==> config.mk <==
export PLATFORM = sky130hd
export DESIGN_NAME = array_double_ended_queue
export DESIGN_NICKNAME = d
export VERILOG_FILES = /design/src/hdl/dq_pkg.sv /design/src/hdl/array_double_ended_queue.sv /design/src/hdl/dq_ctrl.sv /design/src/hdl/dq_datapath.sv
export SDC_FILE = /design/constraint.sdc
export NUM_CORES = 2
export LEC_CHECK = 0
export BUFFER_PORTS_ARGS = -buffer_cell sky130_fd_sc_hd__buf_4
export CORE_ASPECT_RATIO = 0.7
export CORE_MARGIN = 2
export CORE_UTILIZATION = 50
export CTS_CLUSTER_DIAMETER = 40
export DETAILED_ROUTE_END_ITERATION = 10
export PLACE_DENSITY_LB_ADDON = 0.2
export SLEW_MARGIN = 20
export SYNTH_ARGS = -nofsm -noshare
export SYNTH_HDL_FRONTEND = slang
export SYNTH_SLANG_ARGS = --single-unit
export TNS_END_PERCENT = 100
==> constraint.sdc <==
create_clock -name clk -period 4.6 [get_ports clk]
set_input_delay 0.23 -clock clk [delete_from_list [all_inputs] [get_ports clk]]
set_output_delay 0.23 -clock clk [all_outputs]
set_load 0.03 [all_outputs]
==> src/hdl/dq_pkg.sv <==
// dq_pkg: shared types and constants for the double-ended queue.
// Depends on nothing; imported by every module of the block.
`default_nettype none
package dq_pkg;

    localparam int DATA_W    = 32;
    localparam int FUNC_W    = 2;
    localparam int STAT_W    = 2;
    localparam int CAP_W     = 7;
    localparam int CNT_W     = 7;
    localparam int DEPTH     = 64;
    localparam logic [CAP_W-1:0] CAP_RESET = 7'd64;

    typedef enum logic [FUNC_W-1:0] {
        FN_PUSH_BACK  = 2'd0,
        FN_PUSH_FRONT = 2'd1,
        FN_POP_FRONT  = 2'd2,
        FN_POP_BACK   = 2'd3
    } func_t;

    typedef enum logic [STAT_W-1:0] {
        ST_OK    = 2'd0,
        ST_FULL  = 2'd1,
        ST_EMPTY = 2'd2
    } status_t;

    typedef enum logic [0:0] {
        S_IDLE = 1'b0,
        S_RESP = 1'b1
    } state_t;

    typedef struct packed {
        logic issue;
        logic respond;
    } dq_cmd_t;

endpackage
`default_nettype wire

==> src/hdl/array_double_ended_queue.sv <==
// array_double_ended_queue: top level, joins dq_ctrl and dq_datapath.
// Depends on dq_pkg, dq_ctrl, dq_datapath.
//
//  channel   handshake        word
//  op in     start / busy     func, push_value
//  result    done (strobe)    pop_value, status, occupancy
//  config    cfg_we           cfg_data (capacity)
//
// A word is accepted in S_IDLE and answered in S_RESP, while the entry
// memory's registered read returns the popped value. busy is high in the
// result cycle. Reset (rst_n, async) empties the queue and sets capacity to 64;
// no clearing pass. The result cannot be stalled.
`default_nettype none
module array_double_ended_queue
    import dq_pkg::*;
(
    input  wire logic                     clk,
    input  wire logic                     rst_n,
    input  wire logic                     start,
    output logic                          busy,
    input  wire logic [FUNC_W-1:0]        func,
    input  wire logic signed [DATA_W-1:0] push_value,
    output logic                          done,
    output logic signed [DATA_W-1:0]      pop_value,
    output logic [STAT_W-1:0]             status,
    output logic [CNT_W-1:0]              occupancy,
    input  wire logic                     cfg_we,
    input  wire logic [CAP_W-1:0]         cfg_data
);

    dq_cmd_t cmd;

    dq_ctrl u_ctrl (
        .clk   (clk),
        .rst_n (rst_n),
        .start (start),
        .cmd   (cmd),
        .busy  (busy),
        .done  (done)
    );

    dq_datapath u_datapath (
        .clk        (clk),
        .rst_n      (rst_n),
        .cmd        (cmd),
        .func       (func),
        .push_value (push_value),
        .cfg_we     (cfg_we),
        .cfg_data   (cfg_data),
        .pop_value  (pop_value),
        .status     (status),
        .occupancy  (occupancy)
    );

endmodule
`default_nettype wire

==> src/hdl/dq_ctrl.sv <==
// dq_ctrl: controller FSM; accepts a word and sequences the response cycle.
// Depends on dq_pkg.
`default_nettype none
module dq_ctrl
    import dq_pkg::*;
(
    input  wire logic    clk,
    input  wire logic    rst_n,
    input  wire logic    start,
    output dq_cmd_t      cmd,
    output logic         busy,
    output logic         done
);

    state_t state_reg;
    state_t state_next;

    always_ff @(posedge clk or negedge rst_n)
    begin
        if (!rst_n)
        begin
            state_reg <= S_IDLE;
        end
        else
        begin
            state_reg <= state_next;
        end
    end

    always_comb
    begin
        state_next  = state_reg;
        cmd.issue   = 1'b0;
        cmd.respond = 1'b0;
        busy        = 1'b0;
        done        = 1'b0;
        case (state_reg)
            S_IDLE:
            begin
                if (start)
                begin
                    cmd.issue  = 1'b1;
                    state_next = S_RESP;
                end
            end
            S_RESP:
            begin
                busy        = 1'b1;
                done        = 1'b1;
                cmd.respond = 1'b1;
                state_next  = S_IDLE;
            end
            default:
            begin
                state_next = S_IDLE;
            end
        endcase
    end

endmodule
`default_nettype wire

==> src/hdl/dq_datapath.sv <==
// dq_datapath: entry memory, head pointer, count, capacity and result registers.
// Depends on dq_pkg; driven by dq_ctrl commands.
`default_nettype none
module dq_datapath
    import dq_pkg::*;
(
    input  wire logic                     clk,
    input  wire logic                     rst_n,
    input  wire dq_cmd_t                  cmd,
    input  wire logic [FUNC_W-1:0]        func,
    input  wire logic signed [DATA_W-1:0] push_value,
    input  wire logic                     cfg_we,
    input  wire logic [CAP_W-1:0]         cfg_data,
    output logic signed [DATA_W-1:0]      pop_value,
    output logic [STAT_W-1:0]             status,
    output logic [CNT_W-1:0]              occupancy
);

    localparam int ADDR_W = (DEPTH > 1) ? $clog2(DEPTH) : 1;
    localparam int SUM_W  = ((ADDR_W > CNT_W) ? ADDR_W : CNT_W) + 1;
    localparam int CMP_W  = (SUM_W > CAP_W) ? SUM_W : CAP_W;

    logic signed [DATA_W-1:0] mem [DEPTH];

    logic [CAP_W-1:0]  capacity_reg;
    logic [ADDR_W-1:0] head_reg, head_next;
    logic [CNT_W-1:0]  count_reg, count_next;
    status_t           status_reg, status_next;
    logic              pop_ok_reg, pop_ok_next;
    logic signed [DATA_W-1:0] rd_data_reg;

    logic              wr_en, rd_en;
    logic [ADDR_W-1:0] wr_addr, rd_addr;
    logic [SUM_W-1:0]  head_ext, count_ext, sum_back, sum_last;
    logic [ADDR_W-1:0] back_addr, last_addr, head_inc, head_dec;
    logic [CMP_W-1:0]  cap_ext, limit, count_cmp;
    logic              full, empty;
    func_t             fn;

    assign head_ext  = SUM_W'(head_reg);
    assign count_ext = SUM_W'(count_reg);
    assign sum_back  = head_ext + count_ext;
    assign sum_last  = head_ext + count_ext - SUM_W'(1);

    // circular wrap: sums stay below twice the depth
    assign back_addr = (sum_back >= SUM_W'(DEPTH)) ? ADDR_W'(sum_back - SUM_W'(DEPTH))
                                                   : ADDR_W'(sum_back);
    assign last_addr = (sum_last >= SUM_W'(DEPTH)) ? ADDR_W'(sum_last - SUM_W'(DEPTH))
                                                   : ADDR_W'(sum_last);
    assign head_inc  = (head_reg == ADDR_W'(DEPTH - 1)) ? '0 : head_reg + ADDR_W'(1);
    assign head_dec  = (head_reg == '0) ? ADDR_W'(DEPTH - 1) : head_reg - ADDR_W'(1);

    assign cap_ext   = CMP_W'(capacity_reg);
    assign limit     = (cap_ext > CMP_W'(DEPTH)) ? CMP_W'(DEPTH) : cap_ext;
    assign count_cmp = CMP_W'(count_reg);
    assign full      = (count_cmp >= limit);
    assign empty     = (count_reg == '0);
    assign fn        = func_t'(func);

    always_comb
    begin
        head_next   = head_reg;
        count_next  = count_reg;
        status_next = status_reg;
        pop_ok_next = pop_ok_reg;
        wr_en       = 1'b0;
        rd_en       = 1'b0;
        wr_addr     = back_addr;
        rd_addr     = head_reg;
        if (cmd.issue)
        begin
            status_next = ST_OK;
            pop_ok_next = 1'b0;
            case (fn)
                FN_PUSH_BACK:
                begin
                    if (full)
                    begin
                        status_next = ST_FULL;
                    end
                    else
                    begin
                        wr_en      = 1'b1;
                        wr_addr    = back_addr;
                        count_next = count_reg + CNT_W'(1);
                    end
                end
                FN_PUSH_FRONT:
                begin
                    if (full)
                    begin
                        status_next = ST_FULL;
                    end
                    else
                    begin
                        wr_en      = 1'b1;
                        wr_addr    = head_dec;
                        head_next  = head_dec;
                        count_next = count_reg + CNT_W'(1);
                    end
                end
                FN_POP_FRONT:
                begin
                    if (empty)
                    begin
                        status_next = ST_EMPTY;
                    end
                    else
                    begin
                        rd_en       = 1'b1;
                        rd_addr     = head_reg;
                        head_next   = head_inc;
                        count_next  = count_reg - CNT_W'(1);
                        pop_ok_next = 1'b1;
                    end
                end
                FN_POP_BACK:
                begin
                    if (empty)
                    begin
                        status_next = ST_EMPTY;
                    end
                    else
                    begin
                        rd_en       = 1'b1;
                        rd_addr     = last_addr;
                        count_next  = count_reg - CNT_W'(1);
                        pop_ok_next = 1'b1;
                    end
                end
                default:
                begin
                    status_next = ST_OK;
                end
            endcase
        end
    end

    always_ff @(posedge clk or negedge rst_n)
    begin
        if (!rst_n)
        begin
            capacity_reg <= CAP_RESET;
            head_reg     <= '0;
            count_reg    <= '0;
            status_reg   <= ST_OK;
            pop_ok_reg   <= 1'b0;
        end
        else
        begin
            if (cfg_we)
            begin
                capacity_reg <= cfg_data;
            end
            head_reg   <= head_next;
            count_reg  <= count_next;
            status_reg <= status_next;
            pop_ok_reg <= pop_ok_next;
        end
    end

    always_ff @(posedge clk)
    begin
        if (wr_en)
        begin
            mem[wr_addr] <= push_value;
        end
        if (rd_en)
        begin
            rd_data_reg <= mem[rd_addr];
        end
    end

    assign pop_value = (cmd.respond && pop_ok_reg) ? rd_data_reg : '0;
    assign status    = status_reg;
    assign occupancy = count_reg;

endmodule
`default_nettype wire

==> impl_metrics.json <==
{
  "max_freq_mhz": 223,
  "worst_setup_hold_path_clk_slew_ns": 0.06,
  "critical_path_fanouts_max": 25,
  "worstPathRequired_ns": 5.14,
  "worst-path-buf-inv": 4,
  "timing.final.hold_violations": 0,
  "grt_start_max_net_pins": 107,
  "max_slew_margin": 0.138,
  "worst_skew_pair_later_pin_latency_ns": 0.85,
  "timing.final.crit_share": 0.976,
  "io-pin-count": 88,
  "grt_pass1_wl_um": 339000,
  "min_period_ns": 4.49,
  "worst_slew_pin_slew_ns": 1.29,
  "critical_path.most_common_cell": "sky130_fd_sc_hd__buf_4",
  "drt.antenna.violating_nets": 0,
  "leakagePower_nw": 33.2,
  "critical_path_arrival_ns": 5.03,
  "synth_top_flop_cell": "sky130_fd_sc_hd__edfxtp_1",
  "die_w_um": 494,
  "viasPerCell": 6.34,
  "core_region_area_mm2": 0.166,
  "largest_register_ffs": 2048,
  "ys_seq_elements": 2104,
  "detail_route.drc_violations": 0,
  "finalNonFillerCells": 7988,
  "placementRows": 125,
  "final_net_count": 5664,
  "worst_setup_path_end_kind": "register",
  "finalWirelength_um": 236000,
  "max_cap_viols": 0,
  "ctsLongestPathBuffers": 3,
  "critical-path-max-stage-delay_ns": 0.80,
  "pwr_density_cell_mw_per_mm2": 650,
  "vdd_ir_drop_max_uv": 512,
  "globalRoute.totalOverflow": 0,
  "antenna_violations_before_repair": 13,
  "cpLargestDelayFamily": "compound AO/OA/AOI/OAI gates",
  "place.detailed.instances": 7562,
  "startpoint_to_endpoint_class_of_the_critical_path": "reg2reg",
  "worst_slack_ns": 0.111,
  "timing_max_transition_violations_final": 0,
  "postSynthAreaPerCell_um2": 15.7,
  "drive_above_1_share": 0.147,
  "hold_path.class": "in2reg",
  "cts_root_buf": "sky130_fd_sc_hd__clkbuf_16",
  "die_extent_in_y_um": 347,
  "synth_enable_flop_cells": 2080,
  "worst_hold_slack_ns": 0.0549,
  "htree_num_levels": 4,
  "design_power_total_mw": 62.8,
  "critical_path_start_type": "register",
  "grt.total_usage": 0.272,
  "synth.net_count": 5424,
  "die_area_mm2": 0.171,
  "cts_num_sinks": 2104,
  "pre_cts_ws_ns": 0.0424,
  "worstPathCellList": "or4_4, o21a_1, o21ai_4, buf_12, buf_4, buf_4, mux2i_1, a221oi_1, buf_4, o32ai_1, nor4_1",
  "yosysUniqueCellTypes": 66,
  "timing.final.setup_violations": 0,
  "fin_tns_setup_ns": 0,
  "status": "complete, no violations",
  "place.gp.congestion": 0.862,
  "synth-seq-area-share": 0.751,
  "vias": 50600,
  "postSynthCellCount": 5352,
  "post-cts-setup-buffers": 0,
  "drt_first_iter_violations": 6894,
  "io_buffer_count": 87,
  "cpMaxStageDelayCell": "sky130_fd_sc_hd__o32ai_1",
  "synth-async-reset-ratio": 0.0114,
  "area_delta_synth_final_pct": 15.2,
  "routed_wire_length_per_instance_um": 29.5,
  "rsz0062_at_grt": "no",
  "tritoncts_buffers": 203,
  "finalClockSkew_ns": 0.0347,
  "grt_pass1_vias": 47000,
  "drt_pass1_iterations": 9,
  "tritoncts_clock_tree": "yes",
  "hpwl_um": 137000,
  "yosys_warn_count": 0,
  "netlist_area_mm2": 0.0839,
  "floorplan.initialDensity": 0.505
}
==> layer usage <==
layer	global-route usage	vias to the layer above	wire, um
met5	0	-	11
met4	0.0659	2	4670
met3	0.0621	296	25900
met2	0.388	2752	102000
met1	0.423	25800	103000
li1	-	21700	-
==> logic make-up after synthesis <==
| logic type | count (synthesis) | share of synthesized area |
|---|---|---|
| DFF | 2104 | 0.751 |
| AOI/OAI and AO/OA | 1223 | 0.104 |
| and+or+nand+nor | 1093 | 0.0563 |
| muxes | 470 | 0.0562 |
| buffers and inverters | 414 | 0.0252 |
| adders and majority gates | 27 | 0.00420 |
| xor gates and xnor gates | 21 | 0.00244 |
==> cells in the mapped netlist (all sizes together) (37+ instances only) <==
cell	n	area, um2
nand2	750	2820
edfxtp	2080	62500
o32ai	64	561
nand3	137	686
a221oi	320	2800
nor2	84	315
a21oi	521	2610
buf	204	1270
a221o	130	1300
clkbuf	186	713
a31o	65	569
mux2i	460	4600
and3	37	231
o31ai	68	510
==> layout by cell type (no fill, tap or decap), types with 9 or more instances in the layout <==
cell	synthesis	layout
sky130_fd_sc_hd__a21o_1	10	10
sky130_fd_sc_hd__a21oi_1	521	521
sky130_fd_sc_hd__a221o_1	130	130
sky130_fd_sc_hd__a221oi_1	320	320
sky130_fd_sc_hd__a31o_1	35	35
sky130_fd_sc_hd__a31o_2	30	30
sky130_fd_sc_hd__and2_1	9	9
sky130_fd_sc_hd__and3_1	37	37
sky130_fd_sc_hd__buf_12	0	102
sky130_fd_sc_hd__buf_4	45	284
sky130_fd_sc_hd__bufinv_16	0	20
sky130_fd_sc_hd__clkbuf_1	182	30
sky130_fd_sc_hd__clkbuf_16	0	212
sky130_fd_sc_hd__clkinv_1	0	43
sky130_fd_sc_hd__clkinv_2	0	37
sky130_fd_sc_hd__clkinvlp_4	0	13
sky130_fd_sc_hd__dfrtp_1	23	23
sky130_fd_sc_hd__dlygate4sd3_1	0	47
sky130_fd_sc_hd__edfxtp_1	2080	2080
sky130_fd_sc_hd__ha_1	25	25
sky130_fd_sc_hd__inv_1	16	16
sky130_fd_sc_hd__mux2i_1	460	459
sky130_fd_sc_hd__nand2_1	750	750
sky130_fd_sc_hd__nand2b_1	9	9
sky130_fd_sc_hd__nand3_1	137	137
sky130_fd_sc_hd__nor2_1	84	20
sky130_fd_sc_hd__nor2_4	0	64
sky130_fd_sc_hd__nor4_1	13	13
sky130_fd_sc_hd__nor4_2	21	21
sky130_fd_sc_hd__o21ai_0	14	14
sky130_fd_sc_hd__o31ai_1	68	63
sky130_fd_sc_hd__o32ai_1	64	62
sky130_fd_sc_hd__xnor2_1	10	10
sky130_fd_sc_hd__xor2_1	9	9
==> power breakdown <==
group / leakage (nW) / internal, mW / switching, mW / total (mW)
clock network: 3.25 / 9.54 / 7.24 / 16.8
registers: 19.0 / 21.8 / 0.265 / 22.0
logic: 11.0 / 8.32 / 15.7 / 24.0
==> worst register-to-register path, cell delays in order, from the launching register on <==
cell,delay [ns]
sky130_fd_sc_hd__dfrtp_1,0.51
sky130_fd_sc_hd__or4_4,0.61
sky130_fd_sc_hd__o21a_1,0.41
sky130_fd_sc_hd__o21ai_4,0.29
sky130_fd_sc_hd__buf_12,0.22
sky130_fd_sc_hd__buf_4,0.44
sky130_fd_sc_hd__buf_4,0.27
sky130_fd_sc_hd__mux2i_1,0.25
sky130_fd_sc_hd__a221oi_1,0.12
sky130_fd_sc_hd__buf_4,0.14
sky130_fd_sc_hd__o32ai_1,0.80
sky130_fd_sc_hd__nor4_1,0.14
==> path summary, 6_finish.rpt <==
kind | from | depth (start not counted) | to | slack [ns]
hold reg to reg | u_datapath.pop_ok_reg$_DFFE_PN0P_ | 1 | u_datapath.pop_ok_reg$_DFFE_PN0P_ | 0.49
min in group asynchronous | rst_n | 2 | u_datapath.capacity_reg[5]$_DFFE_PN0P_ | 0.10
setup reg to reg | u_datapath.occupancy[3]$_DFFE_PN0P_ | 11 | u_datapath.rd_data_reg[21]$_DFFE_PP_ | 0.11
hold / removal | push_value[10] | 1 | u_datapath.mem[48][10]$_DFFE_PP_ | 0.05
max in group asynchronous | rst_n | 2 | u_datapath.capacity_reg[6]$_DFFE_PN1P_ | 4.16
setup / recovery | u_datapath.occupancy[3]$_DFFE_PN0P_ | 11 | u_datapath.rd_data_reg[21]$_DFFE_PP_ | 0.11
==> final cells by class <==
class	instances	area, um2
Fill cell	12600	69600
Sequential cell	2104	63100
Multi-Input combinational cell	2834	19400
Clock buffer	242	5420
Timing Repair Buffer	433	4640
Tap cell	2222	2780
Clock inverter	134	1270
Inverter	16	60.1
Antenna cell	3	7.51
==> what timing repair did <==
item / in CTS / in global routing
hold buffers: 47 / 0
hold endpoints to repair: 958 / 0
gates resized for setup: 0 / 3
setup endpoints to repair: 0 / 3
==> per-stage QoR <==
step / util / instance area [um2]
final: 0.581 / 96600
after global routing: 0.581 / 96600
after detailed placement: 0.538 / 89500
after CTS: 0.581 / 96600
after global placement: 0.538 / 89400
after floorplan: - / 84000
No activity file was read; power rests on OpenSTA's default activity.
